## config.mk

```make
export PLATFORM = sky130hd
export DESIGN_NAME = contour_area_aspect_filter_top
export DESIGN_NICKNAME = d
export VERILOG_FILES = /design/src/hw/rtl/cafa_pkg.sv /design/src/hw/rtl/contour_area_aspect_filter_top.sv /design/src/hw/rtl/cafa_regs.sv /design/src/hw/rtl/cafa_front.sv /design/src/hw/rtl/cafa_accum.sv /design/src/hw/rtl/cafa_decide.sv
export SDC_FILE = /design/constraint.sdc
export NUM_CORES = 2
export LEC_CHECK = 0
export BUFFER_PORTS_ARGS = -buffer_cell sky130_fd_sc_hd__buf_2
export CAP_MARGIN = 20
export CORE_UTILIZATION = 50
export CTS_CLUSTER_SIZE = 30
export DETAILED_ROUTE_END_ITERATION = 8
export GPL_ROUTABILITY_DRIVEN = 0
export PLACE_DENSITY_LB_ADDON = 0.2
export SYNTH_ARGS = -nofsm -noshare
export SYNTH_HDL_FRONTEND = slang
export SYNTH_SLANG_ARGS = --single-unit
```

## constraint.sdc

```tcl
create_clock -name clk -period 13.58 [get_ports clk]
set_clock_uncertainty 0.15 [all_clocks]
set_input_delay 4.074 -clock clk [delete_from_list [all_inputs] [get_ports clk]]
set_output_delay 4.074 -clock clk [all_outputs]
set_load 0.05 [all_outputs]
```

## src/hw/rtl/cafa_pkg.sv

```systemverilog
package cafa_pkg;

  localparam int COORD_BITS_DEF = 10;
  localparam int CROSS_BITS     = 40;
  localparam int MIN_AREA_W     = 13;
  localparam int ASPECT_W       = 9;
  localparam int PERCENT_SCALE  = 100;
  localparam int SCALE_W        = 7;
  localparam int ADDR_W         = 3;
  localparam int DATA_W         = 32;

  localparam logic [MIN_AREA_W-1:0] MIN_AREA_RST = 13'd500;
  localparam logic [ASPECT_W-1:0]   ASPECT_RST   = 9'd100;

  typedef enum logic {
    REG_MIN_AREA = 1'b0,
    REG_ASPECT   = 1'b1
  } reg_idx_t;

  typedef struct packed {
    logic [MIN_AREA_W-1:0] min_area;
    logic [ASPECT_W-1:0]   aspect_percent;
  } cfg_t;

  typedef struct packed {
    logic valid;
    logic last;
  } ctl_t;

endpackage

```

## src/hw/rtl/contour_area_aspect_filter_top.sv

```systemverilog
// a verdict is valid once the last vertex transaction has reached the result register
// throughput: one vertex per cycle while in_stall is low, set by the four-register
// pipeline (input, cross products and box, accumulator, result)
// in_stall rises only while a verdict waits behind a stalled result
// rst_n synchronously clears the pipeline, the accumulator and the contour state,
// and returns min_area to 500 and aspect_percent to 100
module contour_area_aspect_filter_top
  import cafa_pkg::*;
#(
  parameter int COORD_BITS = COORD_BITS_DEF
) (
  input  logic                  clk,
  input  logic                  rst_n,
  input  logic                  in_valid,
  output logic                  in_stall,
  input  logic [COORD_BITS-1:0] in_point_x,
  input  logic [COORD_BITS-1:0] in_point_y,
  input  logic                  in_last_point,
  output logic                  out_valid,
  input  logic                  out_stall,
  output logic                  out_is_person,
  input  logic                  psel,
  input  logic                  penable,
  input  logic                  pwrite,
  input  logic [ADDR_W-1:0]     paddr,
  input  logic [DATA_W-1:0]     pwdata,
  output logic [DATA_W-1:0]     prdata,
  output logic                  pready
);

  localparam int C = COORD_BITS;

  cfg_t                  cfg;
  logic                  hold, adv;
  ctl_t                  p_ctl, a_ctl;
  logic [2*C:0]          p_step, p_close;
  logic [C-1:0]          p_dx, p_dy;
  logic [CROSS_BITS-1:0] a_total;
  logic                  a_dx_nz;
  logic [C+SCALE_W-1:0]  a_dy_scaled;
  logic [C+ASPECT_W-1:0] a_dx_scaled;

  assign adv      = ~hold;
  assign in_stall = hold;

  cafa_regs u_regs (
    .clk     (clk),
    .rst_n   (rst_n),
    .psel    (psel),
    .penable (penable),
    .pwrite  (pwrite),
    .paddr   (paddr),
    .pwdata  (pwdata),
    .prdata  (prdata),
    .pready  (pready),
    .cfg     (cfg)
  );

  cafa_front #(.COORD_BITS(COORD_BITS)) u_front (
    .clk           (clk),
    .rst_n         (rst_n),
    .adv           (adv),
    .in_valid      (in_valid),
    .in_point_x    (in_point_x),
    .in_point_y    (in_point_y),
    .in_last_point (in_last_point),
    .p_ctl         (p_ctl),
    .p_step        (p_step),
    .p_close       (p_close),
    .p_dx          (p_dx),
    .p_dy          (p_dy)
  );

  cafa_accum #(.COORD_BITS(COORD_BITS)) u_accum (
    .clk         (clk),
    .rst_n       (rst_n),
    .adv         (adv),
    .cfg         (cfg),
    .p_ctl       (p_ctl),
    .p_step      (p_step),
    .p_close     (p_close),
    .p_dx        (p_dx),
    .p_dy        (p_dy),
    .a_ctl       (a_ctl),
    .a_total     (a_total),
    .a_dx_nz     (a_dx_nz),
    .a_dy_scaled (a_dy_scaled),
    .a_dx_scaled (a_dx_scaled)
  );

  cafa_decide #(.COORD_BITS(COORD_BITS)) u_decide (
    .clk           (clk),
    .rst_n         (rst_n),
    .cfg           (cfg),
    .a_ctl         (a_ctl),
    .a_total       (a_total),
    .a_dx_nz       (a_dx_nz),
    .a_dy_scaled   (a_dy_scaled),
    .a_dx_scaled   (a_dx_scaled),
    .hold          (hold),
    .out_valid     (out_valid),
    .out_stall     (out_stall),
    .out_is_person (out_is_person)
  );

endmodule

```

## src/hw/rtl/cafa_regs.sv

```systemverilog
module cafa_regs
  import cafa_pkg::*;
(
  input  logic              clk,
  input  logic              rst_n,
  input  logic              psel,
  input  logic              penable,
  input  logic              pwrite,
  input  logic [ADDR_W-1:0] paddr,
  input  logic [DATA_W-1:0] pwdata,
  output logic [DATA_W-1:0] prdata,
  output logic              pready,
  output cfg_t              cfg
);

  cfg_t     cfg_r;
  reg_idx_t idx;
  logic     wr_en;

  assign idx    = reg_idx_t'(paddr[2]);
  assign wr_en  = psel & penable & pwrite;
  assign pready = 1'b1;
  assign cfg    = cfg_r;

  always_ff @(posedge clk) begin
    if (!rst_n) begin
      cfg_r.min_area       <= MIN_AREA_RST;
      cfg_r.aspect_percent <= ASPECT_RST;
    end else if (wr_en) begin
      unique case (idx)
        REG_MIN_AREA: cfg_r.min_area       <= pwdata[MIN_AREA_W-1:0];
        REG_ASPECT:   cfg_r.aspect_percent <= pwdata[ASPECT_W-1:0];
        default:      cfg_r.min_area       <= cfg_r.min_area;
      endcase
    end
  end

  always_comb begin
    unique case (idx)
      REG_MIN_AREA: prdata = {{(DATA_W-MIN_AREA_W){1'b0}}, cfg_r.min_area};
      REG_ASPECT:   prdata = {{(DATA_W-ASPECT_W){1'b0}}, cfg_r.aspect_percent};
      default:      prdata = '0;
    endcase
  end

endmodule

```

## src/hw/rtl/cafa_front.sv

```systemverilog
module cafa_front
  import cafa_pkg::*;
#(
  parameter int COORD_BITS = COORD_BITS_DEF
) (
  input  logic                  clk,
  input  logic                  rst_n,
  input  logic                  adv,
  input  logic                  in_valid,
  input  logic [COORD_BITS-1:0] in_point_x,
  input  logic [COORD_BITS-1:0] in_point_y,
  input  logic                  in_last_point,
  output ctl_t                  p_ctl,
  output logic [2*COORD_BITS:0] p_step,
  output logic [2*COORD_BITS:0] p_close,
  output logic [COORD_BITS-1:0] p_dx,
  output logic [COORD_BITS-1:0] p_dy
);

  localparam int C = COORD_BITS;

  // input register
  ctl_t         i_ctl_r;
  logic [C-1:0] i_x_r, i_y_r;

  // contour state
  logic         in_contour_r;
  logic [C-1:0] first_x_r, first_y_r, prev_x_r, prev_y_r;
  logic [C-1:0] min_x_r, min_y_r, max_x_r, max_y_r;

  ctl_t           p_ctl_r;
  logic [2*C:0]   p_step_r, p_close_r;
  logic [C-1:0]   p_dx_r, p_dy_r;

  logic           is_first;
  logic [C-1:0]   fx, fy;
  logic [C-1:0]   min_x_nxt, min_y_nxt, max_x_nxt, max_y_nxt;
  logic [2*C-1:0] pa, pb, pc, pd;
  logic [2*C:0]   step_nxt, close_nxt;

  assign is_first = ~in_contour_r;
  assign fx = is_first ? i_x_r : first_x_r;
  assign fy = is_first ? i_y_r : first_y_r;

  assign pa = {{C{1'b0}}, prev_x_r} * {{C{1'b0}}, i_y_r};
  assign pb = {{C{1'b0}}, i_x_r} * {{C{1'b0}}, prev_y_r};
  assign pc = {{C{1'b0}}, i_x_r} * {{C{1'b0}}, fy};
  assign pd = {{C{1'b0}}, fx} * {{C{1'b0}}, i_y_r};

  assign step_nxt  = is_first ? '0 : ({1'b0, pa} - {1'b0, pb});
  // closing edge from this vertex back to the first one
  assign close_nxt = i_ctl_r.last ? ({1'b0, pc} - {1'b0, pd}) : '0;

  always_comb begin
    if (is_first) begin
      min_x_nxt = i_x_r;
      min_y_nxt = i_y_r;
      max_x_nxt = i_x_r;
      max_y_nxt = i_y_r;
    end else begin
      min_x_nxt = (i_x_r < min_x_r) ? i_x_r : min_x_r;
      min_y_nxt = (i_y_r < min_y_r) ? i_y_r : min_y_r;
      max_x_nxt = (i_x_r > max_x_r) ? i_x_r : max_x_r;
      max_y_nxt = (i_y_r > max_y_r) ? i_y_r : max_y_r;
    end
  end

  always_ff @(posedge clk) begin
    if (!rst_n) begin
      i_ctl_r      <= '0;
      p_ctl_r      <= '0;
      in_contour_r <= 1'b0;
    end else if (adv) begin
      i_ctl_r.valid <= in_valid;
      i_ctl_r.last  <= in_last_point;
      p_ctl_r       <= i_ctl_r;
      if (i_ctl_r.valid) begin
        in_contour_r <= ~i_ctl_r.last;
      end
    end
  end

  always_ff @(posedge clk) begin
    if (adv) begin
      i_x_r     <= in_point_x;
      i_y_r     <= in_point_y;
      p_step_r  <= step_nxt;
      p_close_r <= close_nxt;
      p_dx_r    <= max_x_nxt - min_x_nxt;
      p_dy_r    <= max_y_nxt - min_y_nxt;
      if (i_ctl_r.valid) begin
        prev_x_r  <= i_x_r;
        prev_y_r  <= i_y_r;
        first_x_r <= fx;
        first_y_r <= fy;
        min_x_r   <= min_x_nxt;
        min_y_r   <= min_y_nxt;
        max_x_r   <= max_x_nxt;
        max_y_r   <= max_y_nxt;
      end
    end
  end

  assign p_ctl   = p_ctl_r;
  assign p_step  = p_step_r;
  assign p_close = p_close_r;
  assign p_dx    = p_dx_r;
  assign p_dy    = p_dy_r;

endmodule

```

## src/hw/rtl/cafa_accum.sv

```systemverilog
module cafa_accum
  import cafa_pkg::*;
#(
  parameter int COORD_BITS = COORD_BITS_DEF
) (
  input  logic                           clk,
  input  logic                           rst_n,
  input  logic                           adv,
  input  cfg_t                           cfg,
  input  ctl_t                           p_ctl,
  input  logic [2*COORD_BITS:0]          p_step,
  input  logic [2*COORD_BITS:0]          p_close,
  input  logic [COORD_BITS-1:0]          p_dx,
  input  logic [COORD_BITS-1:0]          p_dy,
  output ctl_t                           a_ctl,
  output logic [CROSS_BITS-1:0]          a_total,
  output logic                           a_dx_nz,
  output logic [COORD_BITS+SCALE_W-1:0]  a_dy_scaled,
  output logic [COORD_BITS+ASPECT_W-1:0] a_dx_scaled
);

  localparam int C   = COORD_BITS;
  localparam int EXT = CROSS_BITS - 2*C - 1;

  logic [CROSS_BITS-1:0]  sum_r;
  ctl_t                   a_ctl_r;
  logic [CROSS_BITS-1:0]  a_total_r;
  logic                   a_dx_nz_r;
  logic [C+SCALE_W-1:0]   a_dy_scaled_r;
  logic [C+ASPECT_W-1:0]  a_dx_scaled_r;

  logic [CROSS_BITS-1:0]  step_ext, close_ext, sum_nxt;

  assign step_ext  = {{EXT{p_step[2*C]}}, p_step};
  assign close_ext = {{EXT{p_close[2*C]}}, p_close};
  assign sum_nxt   = sum_r + step_ext;

  always_ff @(posedge clk) begin
    if (!rst_n) begin
      sum_r   <= '0;
      a_ctl_r <= '0;
    end else if (adv) begin
      a_ctl_r <= p_ctl;
      if (p_ctl.valid) begin
        sum_r <= p_ctl.last ? '0 : sum_nxt;
      end
    end
  end

  always_ff @(posedge clk) begin
    if (adv) begin
      a_total_r     <= sum_nxt + close_ext;
      a_dx_nz_r     <= (p_dx != '0);
      a_dy_scaled_r <= {{SCALE_W{1'b0}}, p_dy} * (C+SCALE_W)'(PERCENT_SCALE);
      a_dx_scaled_r <= {{ASPECT_W{1'b0}}, p_dx} *
                       {{C{1'b0}}, cfg.aspect_percent};
    end
  end

  assign a_ctl       = a_ctl_r;
  assign a_total     = a_total_r;
  assign a_dx_nz     = a_dx_nz_r;
  assign a_dy_scaled = a_dy_scaled_r;
  assign a_dx_scaled = a_dx_scaled_r;

endmodule

```

## src/hw/rtl/cafa_decide.sv

```systemverilog
module cafa_decide
  import cafa_pkg::*;
#(
  parameter int COORD_BITS = COORD_BITS_DEF
) (
  input  logic                           clk,
  input  logic                           rst_n,
  input  cfg_t                           cfg,
  input  ctl_t                           a_ctl,
  input  logic [CROSS_BITS-1:0]          a_total,
  input  logic                           a_dx_nz,
  input  logic [COORD_BITS+SCALE_W-1:0]  a_dy_scaled,
  input  logic [COORD_BITS+ASPECT_W-1:0] a_dx_scaled,
  output logic                           hold,
  output logic                           out_valid,
  input  logic                           out_stall,
  output logic                           out_is_person
);

  localparam int C = COORD_BITS;

  logic                  out_valid_r, out_is_person_r;
  logic [CROSS_BITS-1:0] mag, area_lim;
  logic [C+ASPECT_W-1:0] dy_ext;
  logic                  pass;

  assign mag      = a_total[CROSS_BITS-1] ? (~a_total + 1'b1) : a_total;
  assign area_lim = {{(CROSS_BITS-MIN_AREA_W-1){1'b0}}, cfg.min_area, 1'b0};
  assign dy_ext   = {{(ASPECT_W-SCALE_W){1'b0}}, a_dy_scaled};
  assign pass     = (mag > area_lim) & a_dx_nz & (dy_ext > a_dx_scaled);

  // a verdict stuck behind a stalled result freezes the pipeline
  assign hold = out_valid_r & out_stall & a_ctl.valid & a_ctl.last;

  always_ff @(posedge clk) begin
    if (!rst_n) begin
      out_valid_r <= 1'b0;
    end else if (!out_valid_r || !out_stall) begin
      out_valid_r <= a_ctl.valid & a_ctl.last;
    end
  end

  always_ff @(posedge clk) begin
    if (!out_valid_r || !out_stall) begin
      out_is_person_r <= pass;
    end
  end

  assign out_valid     = out_valid_r;
  assign out_is_person = out_is_person_r;

endmodule
```

==> results.json <==
{
  "syn2layout_area_growth_pct": 6.79,
  "cts.repair.resized": 0,
  "drt_pass1_iterations": 5,
  "synth-edff-count": 238,
  "vias": 25000,
  "crit_family": "buffers and inverters",
  "clk_pin_slew_ps": 60,
  "clk_path_buf_depth": 3,
  "crit_path_end_kind": "output port",
  "finalSetupViolCount": 0,
  "layout_common_cells": "inv_1 (641), ha_1 (440), nand2_1 (417), fa_1 (390), and2_1 (254)",
  "start_util": 0.508,
  "grt_max_degree": 164,
  "wirelength_um": 79200,
  "syn_area_um2": 35700,
  "critical_path_class": "input port to output port",
  "hp-class": "flop to flop",
  "first_global_vias": 25300,
  "routedWlPerCell_um": 16.8,
  "path_buf_inv": 2,
  "syn_inst": 3753,
  "synth_area_leader_cell": "fa_1",
  "slowest_delay_ps": 380,
  "avgSynthCellArea_um2": 9.51,
  "ys_ff_latch": 308,
  "crit_start": "paddr[2]",
  "final_net_count": 4634,
  "drtIter0Drc": 1363,
  "timing_hold_violations_final": 0,
  "synthSimpleGateAreaFrac": 0.150,
  "finalCriticalPeriod_ps": 9190,
  "setup.worst_path.start_class": "input port",
  "rr_startpoint": "u_front.in_contour_r$_SDFFE_PN0P_",
  "synth_compound_area_frac": 0.0991,
  "core_um2": 70300,
  "cts_num_sinks": 308,
  "max_freq_ghz": 0.109,
  "cp.arrival_ps": 4970,
  "async_flop_share": 0,
  "worstSkewPairLatency_ps": 600,
  "grt_pass1_wl_um": 132000,
  "synth_xor_area_frac": 0.0386,
  "critical_path_required_ps": 9360,
  "hpwl_um": 59700,
  "cts_tree": "done",
  "cts_buffers": 40,
  "port_buffers": 57,
  "final_common_cell": "inv_1",
  "drive_gt1_frac": 0.0522,
  "fin_crit_sh": 0.677,
  "synth_top_family_by_area": "adder cells",
  "min-delay-start": "u_accum.a_ctl[1]$_SDFFE_PN0N_",
  "cp_slowest_cell": "mux2_2",
  "cp_max_fo": 24,
  "yosysTopAreaCellShare": 0.219,
  "synth_cell_type_count": 79,
  "drc": 0,
  "die_x_um": 269,
  "drv_cap": 0,
  "seq_area_um2": 8550,
  "via_per_inst": 5.30,
  "fillers": 6378,
  "antenna_found_initial": 2,
  "ys_warn_count": 0,
  "root_buffer": "clkbuf_16",
  "status": "finished, final reports clean",
  "postCtsSetupBuffers": 0,
  "ys_seq_area_frac": 0.240,
  "num_rows": 97,
  "holdWs_ps": 314,
  "ys.flop_type": "edfxtp_1",
  "grtUsageTotal": 0.225,
  "synth_top_cells_by_area": "fa_1 (22%), edfxtp_1 (20%), ha_1 (15%)",
  "tightest_slew_ps": 1100,
  "ioPinCount": 99,
  "h-tree-depth": 2,
  "ant_nets": 0,
  "synthAdderAreaFrac": 0.373,
  "multi_input_area_um2": 24100,
  "dieArea_um2": 72400,
  "maxSlewHeadroom": 0.259,
  "die_h_um": 269,
  "cp_cell_sequence": "buf_2 -> mux2_2 -> buf_2",
  "synth.area.mux_share": 0.0128,
  "crit_top_cell": "buf_2",
  "rsz0062_at_grt": "false",
  "drv_slew": 0,
  "overflow": 0,
  "cts_hold_buf": 0
}
## final cells by class
class / count / share of cell area
tap: 940 / 0.0309
clock inverter: 29 / 0.00759
sequential: 308 / 0.224
antenna: 1 / 0.0000657
timing repair buffer: 90 / 0.0144
clock buffer: 43 / 0.0266
multi-input combinational: 2659 / 0.633
inverter: 642 / 0.0632
## registers in the layout, indices dropped and copies added, names as in the netlist, 15 cells and up
signal	count
u_accum.a_dx_scaled	19
u_accum.a_dy_scaled	15
u_accum.a_total	40
u_accum.sum_r	40
u_front.p_close	21
u_front.p_step	21
u_regs.cfg	22
## metrics by stage
| stage | setup TNS, ps | std cells | setup slack (ps) | instance area, µm² | util |
|---|---|---|---|---|---|
| 2_1_floorplan | -1880 | 3771 | -1880 | 35700 | - |
| 3_3_place_gp | 0 | 4637 | 4410 | 36800 | 0.523 |
| 3_5_place_dp | 0 | 4637 | 4400 | 36800 | 0.523 |
| 4_1_cts | 0 | 4709 | 4390 | 38100 | 0.542 |
| 5_1_grt | 0 | 4712 | 4330 | 38100 | 0.542 |
| 6_report | 0 | 4712 | 4390 | 38100 | 0.542 |
## per-layer routing
metal	global-route usage	up-vias	wire, µm
met5	0.00789	-	79
met4	0.0565	2	1830
met3	0.0272	99	3640
met2	0.363	491	35600
met1	0.322	12200	38000
li1	-	12200	-
## logic make-up (layout without fill, tap and decap cells)
logic type,count (synthesis),in the layout
xor gates and xnor gates,154,154
DFF,308,308
and+or+nand+nor,1075,1075
adders and majority gates,830,830
other,2,21
muxes,43,43
buffers and inverters,804,804
AOI/OAI and AO/OA,537,537
## path summary, 6_finish.rpt
kind                                       end  slack, ps  cells after the start
max                                  prdata[0]       4390                      3
min reg2reg    u_decide.out_valid$_SDFFE_PN0P_        310                      2
min            u_decide.out_valid$_SDFFE_PN0P_        310                      2
max reg2reg  u_front.p_close[20]$_SDFFCE_PN0N_       5560                     22
## synthesized netlist by cell type, drive strengths merged, types with 12 or more instances
| master | count |
|---|---|
| mux2i | 22 |
| nor2b | 67 |
| nor4 | 12 |
| and3 | 18 |
| nor3 | 40 |
| nand2b | 33 |
| o21a | 19 |
| o211ai | 17 |
| o21bai | 15 |
| a21o | 81 |
| and2 | 256 |
| xor2 | 58 |
| a21oi | 129 |
| edfxtp | 238 |
| a21boi | 24 |
| a22oi | 31 |
| clkbuf | 138 |
| nand3 | 37 |
| mux2 | 21 |
| nand2 | 418 |
| ha | 440 |
| xnor2 | 94 |
| fa | 390 |
| nor2 | 128 |
| nand4 | 29 |
| o21ai | 115 |
| a31oi | 14 |
| dfxtp | 70 |
| inv | 642 |
| buf | 24 |
## worst register-to-register path: cells and delay by family (launching register included)
family | cells | cell delay (ps)
AO/OA/AOI/OAI | 4 | 1690
XOR/XNOR | 1 | 130
adder cells (fa/ha/maj) | 8 | 3640
buffers and inverters | 5 | 620
flip-flops | 1 | 510
multiplexers | 1 | 520
AND/OR/NAND/NOR | 3 | 510
Power is not shown: default switching activity piles up to over one toggle a cycle in this logic, so the estimate is an artifact.
